<file path="src/hw/rtl/lskvt_pkg.sv">
// ----------------------------------------------------------------------------
// Linear scan key/value table package
// Sizes, status codes and the request and token types shared by the table.
// ----------------------------------------------------------------------------
package lskvt_pkg;

   localparam int ENTRIES = 64;
   localparam int IDX_W   = (ENTRIES > 1) ? $clog2(ENTRIES) : 1;
   localparam int CNT_W   = IDX_W + 1;
   localparam int KEY_W   = 64;
   localparam int VAL_W   = 64;
   localparam int STAT_W  = 3;

   localparam logic KIND_LOOKUP = 1'b0;
   localparam logic KIND_SET    = 1'b1;

   localparam logic [STAT_W-1:0] ST_INSERTED = 3'd0;
   localparam logic [STAT_W-1:0] ST_REPLACED = 3'd1;
   localparam logic [STAT_W-1:0] ST_FULL     = 3'd2;
   localparam logic [STAT_W-1:0] ST_HIT      = 3'd3;
   localparam logic [STAT_W-1:0] ST_MISS     = 3'd4;

   typedef struct packed {
      logic             kind;
      logic [KEY_W-1:0] key;
      logic [VAL_W-1:0] value;
   } req_type;

   typedef struct packed {
      logic             active;
      logic             hit;
      logic             ins;
      logic [VAL_W-1:0] data;
   } tok_type;

endpackage

</file>
<file path="src/hw/rtl/lskvt_cell.sv">
// ----------------------------------------------------------------------------
// Linear scan key/value table cell
// Holds one key/value slot, checks the passing request token against it, writes
// the slot on a set, and hands the token to the next cell through a register.
// ----------------------------------------------------------------------------
module lskvt_cell (
   input  logic                         clock,
   input  logic                         reset,
   input  logic [lskvt_pkg::IDX_W-1:0]  cell_index,
   input  logic [lskvt_pkg::CNT_W-1:0]  count,
   input  lskvt_pkg::req_type           req,
   input  lskvt_pkg::tok_type           tok_prev,
   output lskvt_pkg::tok_type           tok_next
);
   import lskvt_pkg::*;

   logic [KEY_W-1:0] key_ff;
   logic [KEY_W-1:0] key_in;
   logic [VAL_W-1:0] value_ff;
   logic [VAL_W-1:0] value_in;
   tok_type          tok_ff;
   tok_type          tok_in;
   logic             occupied;
   logic             free_slot;
   logic             key_match;

   assign occupied  = {1'b0, cell_index} < count;
   assign free_slot = {1'b0, cell_index} == count;
   assign key_match = key_ff == req.key;

   always_comb begin
      tok_in   = tok_prev;
      key_in   = key_ff;
      value_in = value_ff;
      if (tok_prev.active && !tok_prev.hit) begin
         if (occupied && key_match) begin
            tok_in.hit  = 1'b1;
            tok_in.data = value_ff;
            if (req.kind == KIND_SET) begin
               value_in = req.value;
            end
         end else if (free_slot && req.kind == KIND_SET) begin
            key_in     = req.key;
            value_in   = req.value;
            tok_in.ins = 1'b1;
         end
      end
   end

   always_ff @(posedge clock) begin
      if (reset) begin
         tok_ff.active <= 1'b0;
      end else begin
         tok_ff.active <= tok_in.active;
      end
      tok_ff.hit  <= tok_in.hit;
      tok_ff.ins  <= tok_in.ins;
      tok_ff.data <= tok_in.data;
      key_ff      <= key_in;
      value_ff    <= value_in;
   end

   assign tok_next = tok_ff;

endmodule

</file>
<file path="config.mk">
export PLATFORM = sky130hd
export DESIGN_NAME = lskvt_cell
export DESIGN_NICKNAME = d
export VERILOG_FILES = /design/src/hw/rtl/lskvt_pkg.sv /design/src/hw/rtl/lskvt_cell.sv
export SDC_FILE = /design/constraint.sdc
export NUM_CORES = 1
export LEC_CHECK = 0
export BUFFER_PORTS_ARGS = -buffer_cell sky130_fd_sc_hd__buf_2
export CORE_MARGIN = 1.5
export CORE_UTILIZATION = 48
export CTS_CLUSTER_DIAMETER = 50
export DETAILED_ROUTE_END_ITERATION = 7
export GPL_ROUTABILITY_DRIVEN = 1
export PLACE_DENSITY = 0.9
export SYNTH_ARGS = -nofsm -noshare
export SYNTH_HDL_FRONTEND = slang
export SYNTH_SLANG_ARGS = --single-unit
</file>
<file path="constraint.sdc">
create_clock -name clock -period 8.8 [get_ports clock]
set_clock_uncertainty 0.05 [all_clocks]
set_input_delay 1.32 -clock clock [delete_from_list [all_inputs] [get_ports clock]]
set_output_delay 1.32 -clock clock [all_outputs]
set_load 0.005 [all_outputs]
</file>
==> results.ini, run 1 <==
[cts]
cts_resized=0
path_clk_slew_ns=0.07
postCtsSetupBuffers=0
insertion_delay_ns=0.42
cts_tree=yes
clk_path_buf_depth=2
cts_sinks=195
root_buffer=clkbuf_16
hold_buffers=0
h-tree-depth=4
cts_made_buffers=17

[power_and_ir_drop]
ir_worst_vdd_mv=0.191
power_density_nw_per_um2=208
cellLeakagePower_nw=3.85

[setup_path]
worst-setup-path-type=in2reg
crit_fanout=64
required_ns=9.05
critPathMaxStageDelay_ns=0.86
r2r_setup_slack_ns=5.60
reg2regPathDepth=6
crit_path_end_kind=register
cp-endpoint=tok_next[8]$_DFF_P_
worstPathArrival_ns=4.10
slowest_stage=nand3_4
r2r_end=tok_next[8]$_DFF_P_
regToRegStartpoint=key_ff[60]$_DFFE_PP_
startpoint=cell_index[1]
crit_chain=buf_2 > ha_1 > nor2b_1 > o21ai_0 > a21oi_1 > o31ai_1 > nand3_4 > mux2_4
start_kind=primary input

[layout]
final_cells=869
final_area_sq_um=9130
layout_common_cells=buf_2 (277), edfxtp_1 (128), dfxtp_1 (67)
area_growth_pct=31.6
final_common_cell=buf_2
fin_nets=892
drive_above_1_share_pct=55.2

[floorplan]
ios=278
die_y_um=123
coreArea_sq_um=14000
initial_core_util_pct=49.6
die_w_um=123
dieArea_sq_um=15200
rows=43

[placement]
numPortBuffers=277
placed_area_sq_um=8510
hpwl_um=11600
place_congestion=0.748
placed_cells=836

[drt]
vias=4260
drc=0
wire_per_inst_um=17.9
drt_first_pass_iters=6
drt-initial-drc-count=210
ant_nets=0
via_per_inst=4.90
finalWirelength_um=15500

[synthesis]
ys_seq_area_share_pct=74.8
synthCells=383
synthesis.nets=600
ys_seq_elements=195
yosysWarnings=0
syn_avg_cell_area_sq_um=18.1
syn_area_sq_um=6930
ys_types=22

[min_path]
min_path_type=reg2reg

[sta]
fmax_mhz=260
finalCritPeriodShare_pct=43.8
rsz0062_at_grt=false
setup_viol=0
worst_pin_slew_ns=0.981
hold_violations=0
period_minus_slack_ns=3.85
finalMaxSlewViolations=0
slew_headroom_pct=34.6
fin_tns_setup_ns=0

[global_routing]
grt_pass1_wl_um=22500
grt_overflow=0
grt_pass1_vias=4706
track_usage_pct=20.4
grt_max_degree=65
antenna_found_initial=1

[flow_run]
maxCapViolations=0

[status]
status=completed

-- Yosys cell counts --
| cell type | number | area (sq um) |
|---|---|---|
| nand4_1 | 5 | 31.3 |
| o31ai_1 | 1 | 7.51 |
| o21bai_1 | 1 | 7.51 |
| inv_1 | 6 | 22.5 |
| ha_1 | 6 | 75.1 |
| edfxtp_1 | 128 | 3840 |
| xor2_1 | 64 | 561 |
| nand4b_1 | 1 | 8.76 |
| nand3_4 | 1 | 17.5 |
| a21o_1 | 1 | 7.51 |
| nand2_1 | 2 | 7.51 |
| nor2_1 | 5 | 18.8 |
| a21oi_1 | 1 | 5.00 |
| o21ai_0 | 3 | 15.0 |
| and2_2 | 1 | 7.51 |
| mux2_2 | 57 | 642 |
| mux2_4 | 7 | 105 |
| buf_6 | 6 | 67.6 |
| nor4_4 | 1 | 21.3 |
| nor2b_1 | 3 | 18.8 |
| nor4_1 | 16 | 100 |
| dfxtp_1 | 67 | 1340 |
-- metal layers --
| layer | track usage [%] | vias up | share of wire [%] |
|---|---|---|---|
| met5 | 0 | - | 0 |
| met4 | 9.12 | 0 | 2.7 |
| met3 | 7.70 | 34 | 9.8 |
| met2 | 37.0 | 206 | 52 |
| met1 | 20.7 | 2025 | 35 |
| li1 | - | 1995 | - |
-- through the flow --
| stage | setup WS (ns) | total power [mW] | hold WS [ns] | utilization, % |
|---|---|---|---|---|
| 5_1_grt | 4.66 | 1.96 | 0.438 | 65.2 |
| 4_1_cts | 4.91 | 1.92 | 0.427 | 65.2 |
| 3_5_place_dp | 4.49 | 1.13 | 0.408 | 60.8 |
| 2_1_floorplan | 1.22 | 1.05 | 0.399 | - |
| 6_report | 4.95 | 1.90 | 0.425 | 65.2 |
| 3_3_place_gp | 4.59 | 1.12 | 0.401 | 60.8 |
-- area by class of cell --
class	count	area (sq um)
Sequential cell	195	5180
Antenna cell	1	2.50
Multi-Input combinational cell	176	1680
Clock inverter	14	163
Tap cell	180	225
Inverter	6	22.5
Timing Repair Buffer	279	1400
Clock buffer	18	450
Fill cell	971	4860
-- worst min path at each step --
stage	end	cells after the start	from	slack (ns)
after floorplan	tok_next[11]$_DFF_P_	1	value_ff[11]$_DFFE_PP_	0.40
after global placement	tok_next[34]$_DFF_P_	1	value_ff[34]$_DFFE_PP_	0.40
after detailed placement	tok_next[46]$_DFF_P_	1	value_ff[46]$_DFFE_PP_	0.41
after CTS	tok_next[33]$_DFF_P_	1	value_ff[33]$_DFFE_PP_	0.43
after global routing	tok_next[19]$_DFF_P_	1	value_ff[19]$_DFFE_PP_	0.44
final	tok_next[2]$_DFF_P_	1	value_ff[2]$_DFFE_PP_	0.43
-- registers in the layout, indices dropped and copies added, names as in the netlist --
signal / count
tok_next: 67
key_ff: 64
value_ff: 64
-- power by group --
part / switching (mW) / internal (mW) / total [mW]
logic: 0.0457 / 0.0650 / 0.111
clock network: 0.348 / 0.446 / 0.794
registers: 0.00498 / 0.990 / 0.995
-- worst max-delay path: cells and delay by family --
kind	cells	cell delay, ns
compound gates	3	0.76
mux	1	0.59
simple gates	2	0.99
buf+inv	1	0.10
fa+ha+maj	1	0.30
-- cell families after synthesis --
group / synth area share [%]
AO/OA/AOI/OAI: 0.614
XOR/XNOR: 8.09
adder cells (fa/ha/maj): 1.08
buffers and inverters: 1.30
flip-flops: 74.8
multiplexers: 10.8
AND/OR/NAND/NOR: 3.34
Note: power is estimated with default switching activity, not from simulation.
==> run 2: changes to the inputs <==
==> constraint.sdc (replaced) <==
create_clock -name clock -period 4 [get_ports clock]
set_clock_uncertainty 0.05 [all_clocks]
set_input_delay 0.6 -clock clock [delete_from_list [all_inputs] [get_ports clock]]
set_output_delay 0.6 -clock clock [all_outputs]
set_load 0.005 [all_outputs]
==> results.ini, run 2 (synthesized netlist as in run 1, its figures left out) <==
[layout]
final_cells=873  ; +0.46%
final_util_pct=65.5  ; +0.23 points
drive_above_1_share_pct=55.2  ; about the same
final_common_cell=buf_2
area_growth_pct=32.1
layout_common_cells=buf_2 (277), edfxtp_1 (128), dfxtp_1 (67)
largest_reg_flops=67  ; unchanged
fin_nets=894  ; +0.22%

[sta]
finalCritPeriodShare_pct=71.3
hold_violations=0  ; unchanged
worst_pin_slew_ns=0.858  ; -0.123 ns
slew_headroom_pct=42.8  ; +8.2 points
setup_viol=0  ; unchanged
period_minus_slack_ns=2.85
fin_tns_setup_ns=0  ; unchanged
rsz0062_at_grt=false
timing.hold.ws_ns=0.287  ; -0.138 ns
finalMaxSlewViolations=0  ; unchanged
fmax_mhz=351

[power_and_ir_drop]
ir_worst_vdd_mv=0.366  ; +91%
cellLeakagePower_nw=3.85  ; about the same
power_density_nw_per_um2=450  ; +120%
finalPower_mw=4.12  ; +120%

[placement]
hpwl_um=11600  ; +0.44%
place_congestion=0.787  ; +5.2%
numPortBuffers=277  ; unchanged
placed_cells=838  ; +0.24%

[floorplan]
die_w_um=123  ; unchanged
die_y_um=123  ; unchanged
rows=43  ; unchanged
coreArea_sq_um=14000  ; unchanged
dieArea_sq_um=15200  ; unchanged
initial_core_util_pct=49.6  ; unchanged
ios=278  ; unchanged

[setup_path]
crit_fanout=64  ; unchanged
required_ns=4.03  ; -5.02 ns
reg2regPathDepth=7  ; +1
worst-setup-path-type=reg2reg
worstPathArrival_ns=2.88  ; -1.22 ns
start_kind=register
r2r_setup_slack_ns=1.15  ; -4.45 ns
r2r_end=value_ff[60]$_DFFE_PP_
regToRegStartpoint=key_ff[63]$_DFFE_PP_
crit_path_end_kind=register

[min_path]
min_to=tok_next[66]$_SDFF_PP0_
min_path_type=in2reg
hold_depth=2  ; +1
holdCritStartpoint=reset

[global_routing]
grt_overflow=0  ; unchanged
grt_pass1_vias=4528  ; -3.8%
grt_pass1_wl_um=22300  ; -0.95%
antenna_found_initial=3  ; +2
grt_max_degree=65  ; unchanged
grtUsageMet1_pct=20.2  ; -0.51 points
grt_use_met2_pct=35.7  ; -1.3 points
top_usage_layer=met2
use_met3_pct=8.90  ; +1.2 points
track_usage_pct=20.3  ; -0.036 points

[cts]
cts_tree=yes
cts_made_buffers=17  ; unchanged
insertion_delay_ns=0.42  ; about the same
postCtsSetupBuffers=0  ; unchanged
clk_path_buf_depth=2  ; unchanged
h-tree-depth=4  ; unchanged
cts_sinks=195  ; unchanged
hold_buffers=0  ; unchanged
cts_resized=0  ; unchanged
path_clk_slew_ns=0.07  ; about the same
root_buffer=clkbuf_16

[drt]
drt_first_pass_iters=4  ; -2
ant_nets=0  ; unchanged
via_per_inst=4.82  ; -1.6%
drc=0  ; unchanged
finalWirelength_um=15400  ; -1.1%
drt-initial-drc-count=139  ; -34%
vias=4211  ; -1.2%
wire_per_inst_um=17.6  ; -1.5%

[flow_run]
maxCapViolations=0  ; unchanged

[status]
status=completed

==> run 2: cell types whose count changed in the layout (fill, tap and decap cells not counted) <==
cell        before  now
inv_6            5    4
clkbuf_8         0    1
bufinv_16        2    1
inv_4            0    1
clkinv_2         2    0
clkinv_8         0    1
diode_2          1    3
clkinv_1         0    1
buf_12           0    2
clkinvlp_4       2    3
inv_8            3    2
==> run 2: how the worst max path moves through the flow <==
| stage | start | end | slack [ns] | depth (start not counted) |
|---|---|---|---|---|
| 2_1_floorplan | count[1] | value_ff[0]$_DFFE_PP_ | 0.04 | 8 |
| 3_3_place_gp | req[124] | value_ff[43]$_DFFE_PP_ | 0.91 | 8 |
| 3_5_place_dp | req[124] | value_ff[0]$_DFFE_PP_ | 0.86 | 8 |
| 4_1_cts | key_ff[63]$_DFFE_PP_ | value_ff[40]$_DFFE_PP_ | 1.20 | 7 |
| 5_1_grt | key_ff[9]$_DFFE_PP_ | value_ff[48]$_DFFE_PP_ | 1.03 | 7 |
| 6_report | key_ff[63]$_DFFE_PP_ | value_ff[60]$_DFFE_PP_ | 1.15 | 7 |
==> run 2: layout make-up <==
type / count / area [sq um]
clock buffers: 19 / 464
clock inverters: 13 / 136
diodes: 3 / 7.51
well taps: 180 / 225
inverters: 6 / 22.5
fillers: 971 / 4830
flip-flops and latches: 195 / 5180
multi-input cells: 176 / 1680
repair buffers: 281 / 1440
==> run 2: per-stage QoR <==
step	setup slack, ns	instance area (sq um)
floorplan	0.0448	6940
global placement	0.915	8550
detailed placement	0.858	8550
CTS	1.20	9150
global route	1.03	9160
finish	1.15	9160
==> run 2: worst max-delay path, stage by stage (launching register included) <==
cell,delay [ns]
edfxtp_1,0.40
xor2_1,0.16
nor4_1,0.51
nand4_1,0.22
nor4_4,0.41
nand2_1,0.15
o21ai_4,0.23
buf_12,0.31
==> run 2: metal layers <==
metal  routed length [um]  part of all wire (%)  vias to the layer above
met5                    0                     0                        -
met4                  402                   2.6                        0
met3                 1600                    10                       29
met2                 8010                    52                      194
met1                 5360                    35                     1980
li1                     -                     -                     2008
==> run 2: power by group <==
part           internal [mW]  total [mW]  switching, mW
Sequential              2.18        2.19         0.0107
Clock                  0.933        1.69          0.759
Combinational          0.143       0.241         0.0986
Total                   3.25        4.12          0.868
==> run 3: changes to the inputs <==
--- a/config.mk
+++ b/config.mk
@@ -7,11 +7,11 @@
 export LEC_CHECK = 0
 export BUFFER_PORTS_ARGS = -buffer_cell sky130_fd_sc_hd__buf_2
 export CORE_MARGIN = 1.5
-export CORE_UTILIZATION = 48
+export CORE_UTILIZATION = 43
 export CTS_CLUSTER_DIAMETER = 50
 export DETAILED_ROUTE_END_ITERATION = 7
 export GPL_ROUTABILITY_DRIVEN = 1
-export PLACE_DENSITY = 0.9
+export PLACE_DENSITY = 0.86
 export SYNTH_ARGS = -nofsm -noshare
 export SYNTH_HDL_FRONTEND = slang
 export SYNTH_SLANG_ARGS = --single-unit
==> constraint.sdc (replaced) <==
create_clock -name clock -period 2.45 [get_ports clock]
set_clock_uncertainty 0.05 [all_clocks]
set_input_delay 0.3675 -clock clock [delete_from_list [all_inputs] [get_ports clock]]
set_output_delay 0.3675 -clock clock [all_outputs]
set_load 0.005 [all_outputs]
==> results.ini, run 3 (synthesized netlist as in run 1, its figures left out) <==
[status]
status=complete, but fails checks
violations=negative setup slack

[global_routing]
grt_overflow=0  ; unchanged
grt_pass1_wl_um=22600  ; +1.4%
grt_max_degree=27  ; -58%
grt_pass1_vias=4503  ; -0.55%
track_usage_pct=18.5  ; -1.9 points
antenna_found_initial=0  ; -3

[layout]
final_cells=959  ; +9.9%
ff_latch_area_sq_um=5180  ; unchanged
fillerInstances=1135  ; +17%
drive_above_1_share_pct=59.0  ; +3.7 points
largest_reg_flops=67  ; unchanged
layout_common_cells=buf_2 (277), edfxtp_1 (128), dfxtp_1 (67)
antenna_cells=0  ; -3
multi_input_area_sq_um=1710  ; +1.9%
final_common_cell=buf_2
area_growth_pct=43.1
fin_nets=947  ; +5.9%
final_area_sq_um=9920  ; +8.3%
final_util_pct=62.7  ; -2.8 points

[cts]
root_buffer=clkbuf_16
clk_path_buf_depth=2  ; unchanged
insertion_delay_ns=0.43  ; about the same
cts_made_buffers=17  ; unchanged
cts_sinks=195  ; unchanged
path_clk_slew_ns=0.08  ; about the same
h-tree-depth=4  ; unchanged
cts_tree=yes

[drt]
vias=4407  ; +4.7%
finalWirelength_um=16700  ; +8.6%
wire_per_inst_um=17.4  ; -1.2%
drt-initial-drc-count=217  ; +56%
drt_first_pass_iters=4  ; unchanged
drc=0  ; unchanged
via_per_inst=4.60  ; -4.7%
ant_nets=0  ; unchanged

[placement]
place_ws_ns=-0.332  ; -1.19 ns
numPortBuffers=277  ; unchanged
placed_area_sq_um=8890  ; +4.0%
hpwl_um=12000  ; +3.5%
placed_cells=905  ; +8.0%
place_congestion=0.775  ; -1.5%

[sta]
fin_ws_ns=-0.102  ; -1.25 ns
hold_violations=0  ; unchanged
worst_pin_slew_ns=0.494  ; -0.364 ns
finalCritPeriodShare_pct=104  ; +33 points
fmax_mhz=392  ; +12%
slew_headroom_pct=67.0  ; +24 points
finalMaxSlewViolations=0  ; unchanged
rsz0062_at_grt=true
setup_viol=192  ; +192
period_minus_slack_ns=2.55  ; -0.298 ns

[power_and_ir_drop]
finalPower_mw=6.68  ; +62%
share_seq_of_total_power_pct=53.5  ; +0.4 points
cellLeakagePower_nw=4.20  ; +9.1%
ir_worst_vdd_mv=0.513  ; +40%
internal-power_mw=5.20  ; +60%
power_switching_mw=1.48  ; +71%
power_density_nw_per_um2=674  ; +50%
switching_share_pct=22.2  ; +1.2 points
power_frac_comb_pct=6.4  ; +0.5 points
power_frac_clock_pct=40.2  ; -0.8 points

[setup_path]
required_ns=2.58  ; -1.45 ns
worst-setup-path-type=reg2reg
start_kind=register
worstPathArrival_ns=2.68  ; -0.20 ns
crit_path_end_kind=register
crit_fanout=9  ; -86%

[flow_run]
maxCapViolations=0  ; unchanged

[floorplan]
ios=278  ; unchanged
die_w_um=130  ; +5.5%
die_y_um=130  ; +5.5%
initial_core_util_pct=43.8  ; -5.8 points
coreArea_sq_um=15800  ; +13%
rows=46  ; +7.0%
dieArea_sq_um=16900  ; +11%

[min_path]
min_path_type=in2reg

## run 3: final timing paths
kind	slack, ns	to	start	depth (start not counted)
max	-0.10	key_ff[16]$_DFFE_PP_	key_ff[38]$_DFFE_PP_	9
min	0.06	value_ff[6]$_DFFE_PP_	req[6]	1
max reg2reg	-0.10	key_ff[16]$_DFFE_PP_	key_ff[38]$_DFFE_PP_	9
min reg2reg	0.42	tok_next[21]$_DFF_P_	value_ff[21]$_DFFE_PP_	1
## run 3: final cells by class
class | count | share of cell area (%)
Inverter | 6 | 0.227
Timing Repair Buffer | 333 | 21.8
Tap cell | 216 | 2.72
Clock buffer | 19 | 4.46
Clock inverter | 13 | 1.36
Sequential cell | 195 | 52.3
Multi-Input combinational cell | 177 | 17.2
## run 3: through the flow
stage | hold slack, ns | setup TNS, ns
6_report | 0.0557 | -10.44
5_1_grt | 0.0328 | -35.58
4_1_cts | 0.0310 | -18.13
3_5_place_dp | 0.409 | -37.97
3_3_place_gp | 0.401 | -27.81
2_1_floorplan | 0.389 | -51.01
## run 3: worst max-delay path: stages (launching register included)
cell and delay (ns):
edfxtp_1 0.39, xor2_1 0.16, nor4_2 0.29, buf_4 0.15
nand4_1 0.13, nor4_4 0.43, buf_4 0.20, and2_4 0.19
nor2_4 0.10, clkbuf_16 0.22
## run 3: per-layer routing
layer  GRT usage (%)  wire length (um)  vias to the layer above
li1                -                 -                     2115
met2            32.6              8630                      184
met1            19.1              6100                     2080
met5               0                 0                        -
met3            8.20              1610                       28
met4            7.71               344                        0
## run 3: power by group through the flow
stage | sequential [mW] | clock [mW] | combinational (mW)
3_3_place_gp | 3.64 | 0 | 0.409
2_1_floorplan | 3.66 | 0 | 0.112
6_report | 3.57 | 2.68 | 0.427
5_1_grt | 3.58 | 2.87 | 0.469
3_5_place_dp | 3.65 | 0 | 0.422
4_1_cts | 3.57 | 2.74 | 0.427
## run 3: what timing repair did
action	CTS	global route
setup buffers	5	2
hold buffers	0	0
setup endpoints to repair	192	193
cloned	3	13
endpoints found under the hold margin	0	0
pin swaps	0	1
gates resized for setup	4	16
